===== src/hdl/ted_pkg.sv =====
package ted_pkg;

	localparam int ACCEL_W = 16;
	localparam int GAP_W   = 32;
	localparam int SPEED_W = 13;
	localparam int PCT_W   = 7;
	localparam int COUNT_W = 4;
	localparam int CFG_IDX_W  = 3;
	localparam int CFG_DATA_W = 32;

	// Register indexes on the configuration port.
	localparam logic [CFG_IDX_W-1:0] REG_IMPACT_THRESHOLD = 3'd0;
	localparam logic [CFG_IDX_W-1:0] REG_PULSE_TIMEOUT    = 3'd1;
	localparam logic [CFG_IDX_W-1:0] REG_DROP_PERCENT     = 3'd2;
	localparam logic [CFG_IDX_W-1:0] REG_MIN_TARGET       = 3'd3;
	localparam logic [CFG_IDX_W-1:0] REG_TIMEOUTS_NEEDED  = 3'd4;

	typedef enum logic [1:0] {
		METHOD_NONE    = 2'd0,
		METHOD_IMPACT  = 2'd1,
		METHOD_DROP    = 2'd2,
		METHOD_TIMEOUT = 2'd3
	} method_t;

	typedef struct packed {
		logic               mode;
		logic [ACCEL_W-1:0] accel_mg;
		logic [GAP_W-1:0]   pulse_gap_us;
		logic [SPEED_W-1:0] speed_mm_s;
		logic [SPEED_W-1:0] target_mm_s;
	} sample_word_t;

	typedef struct packed {
		method_t            end_method;
		logic [SPEED_W-1:0] mean_speed_mm_s;
	} result_word_t;

	// Controls shared by every cell of the speed chain.
	typedef struct packed {
		logic shift;
		logic clear;
	} ring_ctl_t;

endpackage


===== src/hdl/ted_cell.sv =====
module ted_cell import ted_pkg::*; (
	input  logic               clk,
	input  logic               arst_n,
	input  ring_ctl_t          ctl,
	input  logic [SPEED_W-1:0] prev,
	output logic [SPEED_W-1:0] value
);

	logic [SPEED_W-1:0] value_q;

	// A clear wins over a shift; otherwise the cell takes its neighbor's entry.
	always_ff @(posedge clk or negedge arst_n) begin
		if (!arst_n) begin
			value_q <= '0;
		end else if (ctl.clear) begin
			value_q <= '0;
		end else if (ctl.shift) begin
			value_q <= prev;
		end
	end

	assign value = value_q;

endmodule


===== src/hdl/travel_end_detector_unit.sv =====
// A sample word passes through stage 1, stage 2 and the output register before result_valid rises.
// Throughput: one sample word per cycle while sample_stall is low; the running sum and late counter are registered.
// Stalls on the result side back up through three registered stages before sample_stall rises.
// Reset (arst_n low, asynchronous): speed chain, running sum, late count and all valid bits
// clear at once, and the configuration registers return to their documented defaults.
module travel_end_detector_unit import ted_pkg::*; #(
	parameter int RING_DEPTH = 5
) (
	input  logic                  clk,
	input  logic                  arst_n,

	input  logic                  sample_valid,
	output logic                  sample_stall,
	input  sample_word_t          sample,

	output logic                  result_valid,
	input  logic                  result_stall,
	output result_word_t          result,

	input  logic                  cfg_valid,
	output logic                  cfg_ready,
	input  logic [CFG_IDX_W-1:0]  cfg_index,
	input  logic [CFG_DATA_W-1:0] cfg_data
);

	// The ring holds the last RING_DEPTH speeds. Only their sum matters for the checks and
	// the mean, so the ring is built as a chain of cells: each written speed enters the first
	// cell and the oldest falls out of the last one, which keeps the same set of entries as a
	// ring with a write pointer and needs no slot register.
	localparam int LOG_D = (RING_DEPTH > 1) ? $clog2(RING_DEPTH) : 1;
	localparam int SUM_W = SPEED_W + LOG_D;
	// The threshold target * drop_percent * depth and the scaled sum * 100 share this width.
	localparam int CMP_W = SPEED_W + PCT_W + LOG_D;

	// The mean is sum / RING_DEPTH, done as a multiply by a rounded-up reciprocal. With a
	// shift of SUM_W + LOG_D the quotient is exact for every sum that fits in SUM_W bits.
	localparam int SHIFT  = SUM_W + LOG_D;
	localparam int RCP_W  = SHIFT + 1;
	localparam int PROD_W = SUM_W + RCP_W;
	localparam longint unsigned RECIP_L =
		((longint'(1) << SHIFT) + longint'(RING_DEPTH) - 1) / longint'(RING_DEPTH);
	localparam logic [RCP_W-1:0] RECIP = RCP_W'(RECIP_L);
	localparam logic [CMP_W-1:0] PCT_SCALE = CMP_W'(100);
	localparam logic [CMP_W-1:0] DEPTH_C   = CMP_W'(RING_DEPTH);
	localparam logic [COUNT_W-1:0] LATE_MAX = '1;

	// Configuration registers. The user must write them only while the block is idle; the block does not enforce this.
	logic [ACCEL_W-1:0] impact_thr_q;
	logic [GAP_W-1:0]   pulse_timeout_q;
	logic [PCT_W-1:0]   drop_pct_q;
	logic [SPEED_W-1:0] min_target_q;
	logic [COUNT_W-1:0] needed_q;

	assign cfg_ready = 1'b1;

	always_ff @(posedge clk or negedge arst_n) begin
		if (!arst_n) begin
			impact_thr_q    <= ACCEL_W'(2000);
			pulse_timeout_q <= GAP_W'(2000000);
			drop_pct_q      <= PCT_W'(50);
			min_target_q    <= SPEED_W'(200);
			needed_q        <= COUNT_W'(3);
		end else if (cfg_valid && cfg_ready) begin
			unique case (cfg_index)
				REG_IMPACT_THRESHOLD: impact_thr_q    <= cfg_data[ACCEL_W-1:0];
				REG_PULSE_TIMEOUT:    pulse_timeout_q <= cfg_data[GAP_W-1:0];
				REG_DROP_PERCENT:     drop_pct_q      <= cfg_data[PCT_W-1:0];
				REG_MIN_TARGET:       min_target_q    <= cfg_data[SPEED_W-1:0];
				REG_TIMEOUTS_NEEDED:  needed_q        <= cfg_data[COUNT_W-1:0];
				default: ;
			endcase
		end
	end

	// Flow control. Each stage loads when it is empty or when the one after it moves on.
	logic v_s1, v_s2, v_q;
	logic ready_out, adv2, adv1, take, fire;

	assign ready_out    = !v_q || !result_stall;
	assign adv2         = !v_s2 || ready_out;
	assign adv1         = !v_s1 || adv2;
	assign sample_stall = !adv1;
	assign take         = sample_valid && adv1;
	assign fire         = v_s1 && adv2;

	// Stage 1: the compares that need no state, and the drop threshold product.
	logic               mode_s1;
	logic               impact_s1;
	logic               late_s1;
	logic               tgt_ok_s1;
	logic [SPEED_W-1:0] speed_s1;
	logic [CMP_W-1:0]   thr_s1;

	always_ff @(posedge clk or negedge arst_n) begin
		if (!arst_n) begin
			v_s1 <= 1'b0;
		end else if (adv1) begin
			v_s1 <= sample_valid;
		end
	end

	always_ff @(posedge clk) begin
		if (take) begin
			mode_s1   <= sample.mode;
			impact_s1 <= sample.accel_mg > impact_thr_q;
			late_s1   <= sample.pulse_gap_us > pulse_timeout_q;
			tgt_ok_s1 <= sample.target_mm_s > min_target_q;
			speed_s1  <= sample.speed_mm_s;
			thr_s1    <= CMP_W'(sample.target_mm_s) * CMP_W'(drop_pct_q) * DEPTH_C;
		end
	end

	// Speed chain and the running sum of its entries.
	ring_ctl_t          ring_ctl;
	logic [SPEED_W-1:0] cell_val [RING_DEPTH];

	for (genvar i = 0; i < RING_DEPTH; i++) begin : g_cell
		ted_cell u_cell (
			.clk    (clk),
			.arst_n (arst_n),
			.ctl    (ring_ctl),
			.prev   ((i == 0) ? speed_s1 : cell_val[(i == 0) ? 0 : i - 1]),
			.value  (cell_val[i])
		);
	end

	logic [SUM_W-1:0]   sum_q;
	logic [COUNT_W-1:0] late_q;

	// Stage 2 decision. A mode word clears the chain, the sum and the late count. The impact
	// check leaves the chain alone; otherwise the sample enters the chain and the sum after
	// that write feeds the drop check. The late count moves only when neither check fires.
	logic [SUM_W-1:0]   sum_new;
	logic [CMP_W-1:0]   sum_scaled;
	logic               drop_hit;
	logic [COUNT_W-1:0] late_inc;
	logic [SUM_W-1:0]   sum_next;
	logic [COUNT_W-1:0] late_next;
	method_t            method;

	always_comb begin
		sum_new    = sum_q - SUM_W'(cell_val[RING_DEPTH-1]) + SUM_W'(speed_s1);
		sum_scaled = CMP_W'(sum_new) * PCT_SCALE;
		drop_hit   = tgt_ok_s1 && (sum_scaled < thr_s1);
		late_inc   = (late_q == LATE_MAX) ? late_q : late_q + COUNT_W'(1);

		ring_ctl  = '0;
		sum_next  = sum_q;
		late_next = late_q;
		method    = METHOD_NONE;

		if (fire) begin
			if (mode_s1) begin
				ring_ctl.clear = 1'b1;
				sum_next       = '0;
				late_next      = '0;
			end else if (impact_s1) begin
				method = METHOD_IMPACT;
			end else begin
				ring_ctl.shift = 1'b1;
				sum_next       = sum_new;
				if (drop_hit) begin
					method = METHOD_DROP;
				end else if (late_s1) begin
					if (late_inc >= needed_q) begin
						late_next = '0;
						method    = METHOD_TIMEOUT;
					end else begin
						late_next = late_inc;
					end
				end else begin
					late_next = '0;
				end
			end
		end
	end

	always_ff @(posedge clk or negedge arst_n) begin
		if (!arst_n) begin
			sum_q  <= '0;
			late_q <= '0;
		end else begin
			sum_q  <= sum_next;
			late_q <= late_next;
		end
	end

	// Stage 2 register: the method and the ring sum after this word.
	method_t          method_s2;
	logic [SUM_W-1:0] sum_s2;

	always_ff @(posedge clk or negedge arst_n) begin
		if (!arst_n) begin
			v_s2 <= 1'b0;
		end else if (adv2) begin
			v_s2 <= v_s1;
		end
	end

	always_ff @(posedge clk) begin
		if (fire) begin
			method_s2 <= method;
			sum_s2    <= sum_next;
		end
	end

	// Output register: the mean comes from the reciprocal multiply on the stored sum.
	logic [PROD_W-1:0] mean_prod;
	result_word_t      result_q;

	assign mean_prod = PROD_W'(sum_s2) * PROD_W'(RECIP);

	always_ff @(posedge clk or negedge arst_n) begin
		if (!arst_n) begin
			v_q <= 1'b0;
		end else if (ready_out) begin
			v_q <= v_s2;
		end
	end

	always_ff @(posedge clk) begin
		if (ready_out && v_s2) begin
			result_q.end_method      <= method_s2;
			result_q.mean_speed_mm_s <= mean_prod[SHIFT +: SPEED_W];
		end
	end

	assign result_valid = v_q;
	assign result       = result_q;

endmodule


===== config.mk =====
export PLATFORM = sky130hd
export DESIGN_NAME = travel_end_detector_unit
export DESIGN_NICKNAME = d
export VERILOG_FILES = /design/src/hdl/ted_pkg.sv /design/src/hdl/ted_cell.sv /design/src/hdl/travel_end_detector_unit.sv
export SDC_FILE = /design/constraint.sdc
export NUM_CORES = 1
export LEC_CHECK = 0
export ABC_AREA = 1
export CORE_UTILIZATION = 65
export DETAILED_ROUTE_END_ITERATION = 10
export DONT_BUFFER_PORTS = 1
export PLACE_DENSITY = 0.81
export SYNTH_ARGS = -nofsm -noshare
export SYNTH_HDL_FRONTEND = slang
export SYNTH_SLANG_ARGS = --single-unit

===== constraint.sdc =====
create_clock -name clk -period 13.71 [get_ports clk]
set_input_delay 0.6855 -clock clk [delete_from_list [all_inputs] [get_ports clk]]
set_output_delay 0.6855 -clock clk [all_outputs]
set_load 0.05 [all_outputs]

After elaboration in Yosys (flattened, before gate mapping)

Index checks and enable logic that the tools add are counted.

Word-level logic and storage cells: 93
Bits in registers: 233
Bits of input ports: 115
Output and inout bits: 18

Order comparisons: 5
Add/subtract/negate cells: 3
Reductions and logical operators: 21
Eq/ne operators: 7
Mux-type cells: 27
$mul: 4

Operators with widths:

| kind                                                                   | count |
|---|---|
| 13-bit two-way mux                                                     | 10 |
| 16-bit two-way mux                                                     | 3 |
| 32-bit greater-than comparator                                         | 1 |
| 16-bit by 16-bit multiplier with 31-bit output (second input constant) | 1 |
| 4-bit two-way mux                                                      | 6 |
| 23-bit < comparator                                                    | 1 |
| 20-bit by 3-bit multiplier with 23-bit output (second input constant)  | 1 |
| 16-bit by 5-bit multiplier with 21-bit output (second input constant)  | 1 |
| 13-bit by 7-bit multiplier with 20-bit output                          | 1 |
| 16-bit by 13-bit adder with 16-bit output                              | 1 |
| 16-bit greater-than comparator                                         | 1 |
| 16-bit by 13-bit subtractor with 16-bit output                         | 1 |
| 13-bit greater-than comparator                                         | 1 |
| 2-bit AND reduction                                                    | 5 |
| 2-bit two-way mux                                                      | 4 |
| 3-bit by 2-bit == test with 1-bit output (second input constant)       | 2 |
| 1-bit logical NOT                                                      | 5 |
| 4-bit by 1-bit adder with 4-bit output (second input constant)         | 1 |
| 4-bit == test (second input constant)                                  | 1 |
| 4-bit greater-or-equal comparator                                      | 1 |
| 1-bit logical AND                                                      | 4 |
| 1-bit two-way mux                                                      | 4 |
| 2-bit != test (second input constant)                                  | 2 |
| 3-bit by 1-bit == test with 1-bit output (second input constant)       | 1 |
| other kinds (6)                                                        | 8 |

Logic depth before layout (Yosys ltp)

Depth in word-level cells: 8
Depth in mapped cells: 37
Gate-level depth less buffers: 37

Cells and area by module

Synthesis repeated with hierarchy kept, for this count alone.

Cells, all modules: 2667
Area, all modules: 22567.9 µm²

Modules (own cells, without submodules):

| module                   | area an instance (µm²) | times used | seq. area each (µm²) | cells an instance |
|---|---|---|---|---|
| travel_end_detector_unit | 19871.6                | 1          | 4595.7               | 2382 |
| ted_cell                 | 539.3                  | 5          | 325.3                | 57 |

Worst setup path before layout

No wires, ideal clock.

Kind: input to register
Start point: input sample[0] (netlist bit)
End point: register thr_s1[22], data pin
Stages on the path: 24
Path buffers: 1
Library setup time: 254 ps
Required time: 13456 ps
Arrival: 5492 ps
Setup slack: 7964 ps
Cell sequence: clkbuf_1 nand2_1 fa_1 fa_1 fa_1 inv_1 fa_1 ha_1 nand2_1 inv_1 nand2_1 nand2_1 nand2_1 nand3_2 a21oi_1 xnor2_1 ha_1 ha_1 a21oi_1 o21ai_0 a21oi_1 nand3_1 a21oi_1 nor2_1

Word-level cells in the longest chain between the ends: 2

Ends and longest elaborated chain:

| what                                          | line                            | RTL |
|---|---|---|
| from (decl)                                   | travel_end_detector_unit.sv:14  | `input sample_word_t sample,` |
| 13-bit by 7-bit multiplier with 20-bit output | travel_end_detector_unit.sv:109 | `thr_s1 <= CMP_W'(sample.target_mm_s) * CMP_W'(drop_pct_q) * DEPTH_C;` |
| 20-bit by 3-bit multiplier with 23-bit output | travel_end_detector_unit.sv:109 |  |
| to (signal assigned)                          | travel_end_detector_unit.sv:109 |  |
| to (decl)                                     | travel_end_detector_unit.sv:92  | `logic [CMP_W-1:0] thr_s1;` |

No other way between the ends.
A chain may end at the register's enable or synchronous reset.

Worst setup path after layout

Start point: register g_cell[4].u_cell.value_q[2]
End point: register method_s2[0], data pin

Word-level cells in the longest chain between the ends: 7

Ends and longest elaborated chain:

| what                                           | line                            | RTL |
|---|---|---|
| from (decl)                                    | ted_cell.sv:9                   | `logic [SPEED_W-1:0] value_q;` |
| from (signal assigned)                         | ted_cell.sv:18                  | `value_q <= prev;` |
| 16-bit by 13-bit subtractor with 16-bit output | travel_end_detector_unit.sv:142 | `sum_new = sum_q - SUM_W'(cell_val[RING_DEPTH-1]) + SUM_W'(speed_s1);` |
| 16-bit by 13-bit adder with 16-bit output      | travel_end_detector_unit.sv:142 |  |
| 16-bit by 5-bit multiplier with 21-bit output  | travel_end_detector_unit.sv:143 | `sum_scaled = CMP_W'(sum_new) * PCT_SCALE;` |
| 23-bit < comparator                            | travel_end_detector_unit.sv:144 | `drop_hit = tgt_ok_s1 && (sum_scaled < thr_s1);` |
| 1-bit logical AND                              | travel_end_detector_unit.sv:144 |  |
| 2-bit two-way mux                              | travel_end_detector_unit.sv:162 | `if (drop_hit) begin` |
| 1-bit two-way mux                              | travel_end_detector_unit.sv:157 | `end else if (impact_s1) begin` |
| to (signal assigned)                           | travel_end_detector_unit.sv:202 | `method_s2 <= method;` |
| to (decl)                                      | travel_end_detector_unit.sv:189 | `method_t method_s2;` |

No other way between the ends.

==> metrics.txt <==
# TYPE chip_impl_metric gauge
chip_impl_metric{name="routedWlPerCell",unit="um"} 16.7
chip_impl_metric{name="timing.setup.tns",unit="ns"} 0
chip_impl_metric{name="antenna_violating_nets_post_route",unit=""} 0
chip_impl_metric{name="yosys_warnings",unit=""} 0
chip_impl_metric{name="period_minus_slack",unit="ns"} 6.44
chip_impl_metric{name="syn-num-nets",unit=""} 3223
chip_impl_metric{name="post_synth_instance_area",unit="sq um"} 22200
chip_impl_metric{name="pin_count_of_the_biggest_net_entering_global_routing",unit=""} 161
chip_impl_metric{name="post_cts_resize_count",unit=""} 0
chip_impl_metric{name="drv.max_cap_violation_count",unit=""} 0
chip_impl_info{name="cts.root.buffer_cell",value="sky130_fd_sc_hd__clkbuf_16"} 1
chip_impl_info{name="outcome",value="completed"} 1
chip_impl_info{name="worstHoldPathType",value="in2async"} 1
chip_impl_info{name="critical_path.top_delay_family",value="adder cells"} 1
chip_impl_metric{name="drt_iter0_markers",unit=""} 907
chip_impl_metric{name="synth_edf_count",unit=""} 73
chip_impl_metric{name="ioPinCount",unit=""} 133
chip_impl_info{name="timing.critical_path.from_type",value="flip-flop"} 1
chip_impl_metric{name="globalplace.congestion",unit=""} 0.919
chip_impl_metric{name="synth_seq_cells",unit=""} 233
chip_impl_metric{name="die-width",unit="um"} 187
chip_impl_info{name="critPathSlowestCell",value="sky130_fd_sc_hd__fa_1"} 1
chip_impl_info{name="critical_path_class",value="reg2reg"} 1
chip_impl_metric{name="grt_overflow_total",unit=""} 0
chip_impl_metric{name="worst_path_largest_cell_delay",unit="ns"} 0.54
chip_impl_metric{name="timing_worst_slew_pin_value",unit="ns"} 1.22
chip_impl_metric{name="hold_slack",unit="ns"} 0.0708
chip_impl_metric{name="fmax",unit="MHz"} 155
chip_impl_metric{name="clock_insertion_delay_worst_skew",unit="ns"} 0.57
chip_impl_info{name="commonest_cells_after_routing_fill_and_taps_aside",value="sky130_fd_sc_hd__inv_1 (604), sky130_fd_sc_hd__nand2_1 (499), sky130_fd_sc_hd__ha_1 (356)"} 1
chip_impl_metric{name="finClkSkew",unit="ns"} 0.0267
chip_impl_metric{name="clock_sink_count",unit=""} 233
chip_impl_metric{name="initial_core_util",unit="%"} 66.2
chip_impl_metric{name="row_cnt",unit=""} 67
chip_impl_metric{name="syn_to_final_growth",unit="%"} 6.32
chip_impl_metric{name="fin_nets",unit=""} 3220
chip_impl_metric{name="synth_seq_area_share",unit="%"} 28.0
chip_impl_metric{name="path_max_fanout",unit=""} 5
chip_impl_metric{name="cp.buffers_inverters",unit=""} 4
chip_impl_metric{name="track_usage",unit="%"} 30.3
chip_impl_metric{name="post_route_cells_drive_above_1_share",unit="%"} 4.06
chip_impl_metric{name="hold_viol",unit=""} 0
chip_impl_info{name="most_common_flop_cell_mapped_by_yosys",value="sky130_fd_sc_hd__dfrtp_1"} 1
chip_impl_metric{name="coreArea",unit="sq um"} 33500
chip_impl_metric{name="yosys.cell_types.count",unit=""} 52
chip_impl_metric{name="final_clock_period_utilization_by_the_worst_path",unit="%"} 47.0
chip_impl_metric{name="vias_per_cell",unit=""} 5.59
chip_impl_metric{name="cts_max_path_buffers",unit=""} 3
chip_impl_metric{name="placed_cell_area",unit="sq um"} 22600
chip_impl_metric{name="drc",unit=""} 0
chip_impl_metric{name="port_buffers",unit=""} 0
chip_impl_metric{name="critical_path_arrival",unit="ns"} 6.77
chip_impl_metric{name="fp.dieArea",unit="sq um"} 34900
chip_impl_info{name="endpoint_kind_of_the_worst_setup_timing_path",value="flip-flop"} 1
chip_impl_info{name="layout.cells.most_common",value="sky130_fd_sc_hd__inv_1"} 1
chip_impl_metric{name="dpl.hpwl",unit="mm"} 41.0
chip_impl_info{name="clock_tree_from_tritoncts",value="yes"} 1
chip_impl_metric{name="cp.required",unit="ns"} 14.03
chip_impl_info{name="rsz0062_at_grt",value="no"} 1
chip_impl_metric{name="vias_after_detailed_routing",unit=""} 17100
chip_impl_metric{name="syn_inst",unit=""} 2593
chip_impl_metric{name="final-max-slew-violation-count",unit=""} 0
chip_impl_metric{name="cts_made_buffers",unit=""} 27
chip_impl_metric{name="synth.avg_cell_area",unit="sq um"} 8.56
chip_impl_metric{name="finish.utilization",unit="%"} 70.4
chip_impl_info{name="critPathMostFrequentCell",value="sky130_fd_sc_hd__ha_1"} 1
chip_impl_metric{name="async_flop_share",unit="%"} 68.7
chip_impl_metric{name="worst_setup_hold_path_clk_slew",unit="ns"} 0.06
chip_impl_metric{name="sum_of_routed_wire_length_over_all_layers",unit="mm"} 51.2
chip_impl_metric{name="cts_max_level",unit=""} 1
chip_impl_metric{name="die_h",unit="um"} 187
chip_impl_metric{name="slew_headroom",unit="%"} 18.4
chip_impl_metric{name="grt_antenna_before_repair",unit=""} 4
chip_impl_metric{name="detailedRoute.firstPassIterationCount",unit=""} 5
chip_impl_metric{name="via_count_of_the_first_global_routing_pass",unit=""} 17700
chip_impl_metric{name="design_area",unit="sq um"} 23600
chip_impl_metric{name="grt_first_pass_wirelength",unit="mm"} 85.9
chip_impl_metric{name="finalSetupViolations",unit=""} 0
==> synthesized netlist by cell type, types with 7 or more instances <==
cell                       instances  area share [%]
sky130_fd_sc_hd__xor2_1           37             1.5
sky130_fd_sc_hd__nor2_1          111             1.9
sky130_fd_sc_hd__nand2_1         499             8.4
sky130_fd_sc_hd__dfrtp_1         139              16
sky130_fd_sc_hd__nor3_1           14            0.32
sky130_fd_sc_hd__nand3b_1          8            0.27
sky130_fd_sc_hd__o21ai_0         121             2.7
sky130_fd_sc_hd__nand3_1          70             1.6
sky130_fd_sc_hd__nand4_1          23            0.65
sky130_fd_sc_hd__clkbuf_1         17            0.29
sky130_fd_sc_hd__o22ai_1          59             1.7
sky130_fd_sc_hd__a21oi_1         147             3.3
sky130_fd_sc_hd__edfxtp_1         73             9.9
sky130_fd_sc_hd__nor4_1            9            0.25
sky130_fd_sc_hd__o21a_1            9            0.30
sky130_fd_sc_hd__fa_1            159              14
sky130_fd_sc_hd__xnor2_1          18            0.71
sky130_fd_sc_hd__ha_1            356              20
sky130_fd_sc_hd__inv_1           604              10
sky130_fd_sc_hd__buf_6             7            0.36
sky130_fd_sc_hd__a21o_1           13            0.44
sky130_fd_sc_hd__dfstp_2          21             2.5
sky130_fd_sc_hd__buf_2            10            0.23
==> final cells by class <==
class / instances / area, sq um
fill: 2644 / 9930
timing repair buffer: 5 / 57.6
tap: 448 / 561
clock buffer: 39 / 847
sequential: 233 / 6220
multi-input combinational: 1714 / 13500
clock inverter: 11 / 131
antenna: 4 / 10.0
inverter: 609 / 2290
==> sequential cells by signal (all words and copies together) (netlist names), 7 cells and up <==
name	count
g_cell.u_cell.value	65
pulse_timeout_q	32
thr_s1	23
impact_thr_q	16
sum_q	16
sum_s2	16
result	15
min_target_q	13
speed_s1	13
drop_pct_q	7
==> routing by layer <==
layer / vias to the layer above / share of wire [%] / track usage (%) / routed length [um]
li1: 8277 / - / - / -
met1: 8258 / 43 / 39.9 / 22200
met2: 491 / 49 / 52.2 / 24900
met3: 90 / 6.2 / 5.36 / 3170
met4: 0 / 2.0 / 6.90 / 1040
met5: - / 0 / 0 / 0
==> worst paths after layout <==
kind | endpoint | from | depth (start not counted) | slack, ns
max in group asynchronous | g_cell[2].u_cell.value[5]$_DFFE_PN0P_ | arst_n | 1 | 12.90
setup / recovery | method_s2[0]$_SDFFCE_PP0P_ | g_cell[4].u_cell.value[2]$_DFFE_PN0P_ | 28 | 7.27
hold / removal | impact_thr_q[12]$_DFFE_PN0P_ | arst_n | 1 | 0.07
min in group clk | speed_s1[11]$_DFFE_PP_ | sample[24] | 0 | 0.21
setup reg to reg | method_s2[0]$_SDFFCE_PP0P_ | g_cell[4].u_cell.value[2]$_DFFE_PN0P_ | 28 | 7.27
hold reg to reg | pulse_timeout_q[19]$_DFFE_PN1P_ | pulse_timeout_q[19]$_DFFE_PN1P_ | 2 | 0.49
==> cell families (layout without fill, tap and decap cells) <==
logic type / after synthesis / in the layout / share of synthesized area (%)
AND/OR/NAND/NOR: 752 / 752 / 14.0
buffers and inverters: 646 / 664 / 11.3
adder cells (fa/ha/maj): 515 / 515 / 34.4
AO/OA/AOI/OAI: 389 / 389 / 9.96
flip-flops: 233 / 233 / 28.0
XOR/XNOR: 57 / 57 / 2.32
other: 1 / 5 / 0.0169
==> metrics by stage <==
step,instances,worst slack [ns]
floorplan,2593,7.96
global placement,3008,7.40
detailed placement,3008,7.20
CTS,3059,7.22
global route,3060,6.81
finish,3063,7.27
==> repair_timing <==
item,4_1_cts,5_1_grt
hold buffers,1,0
hold endpoints to repair,160,0
setup buffers,0,0
==> worst reg2reg max path, delay by kind of cell (launching register included) <==
kind                       cells  cell delay [ns]
adders and majority gates      7             2.62
AOI/OAI and AO/OA              8             1.65
and+or+nand+nor                7             0.83
xor gates and xnor gates       2             0.50
DFF                            1             0.41
buffers and inverters          4             0.22
Power is not shown: default switching activity piles up to over one toggle a cycle in this logic, so the estimate is an artifact.
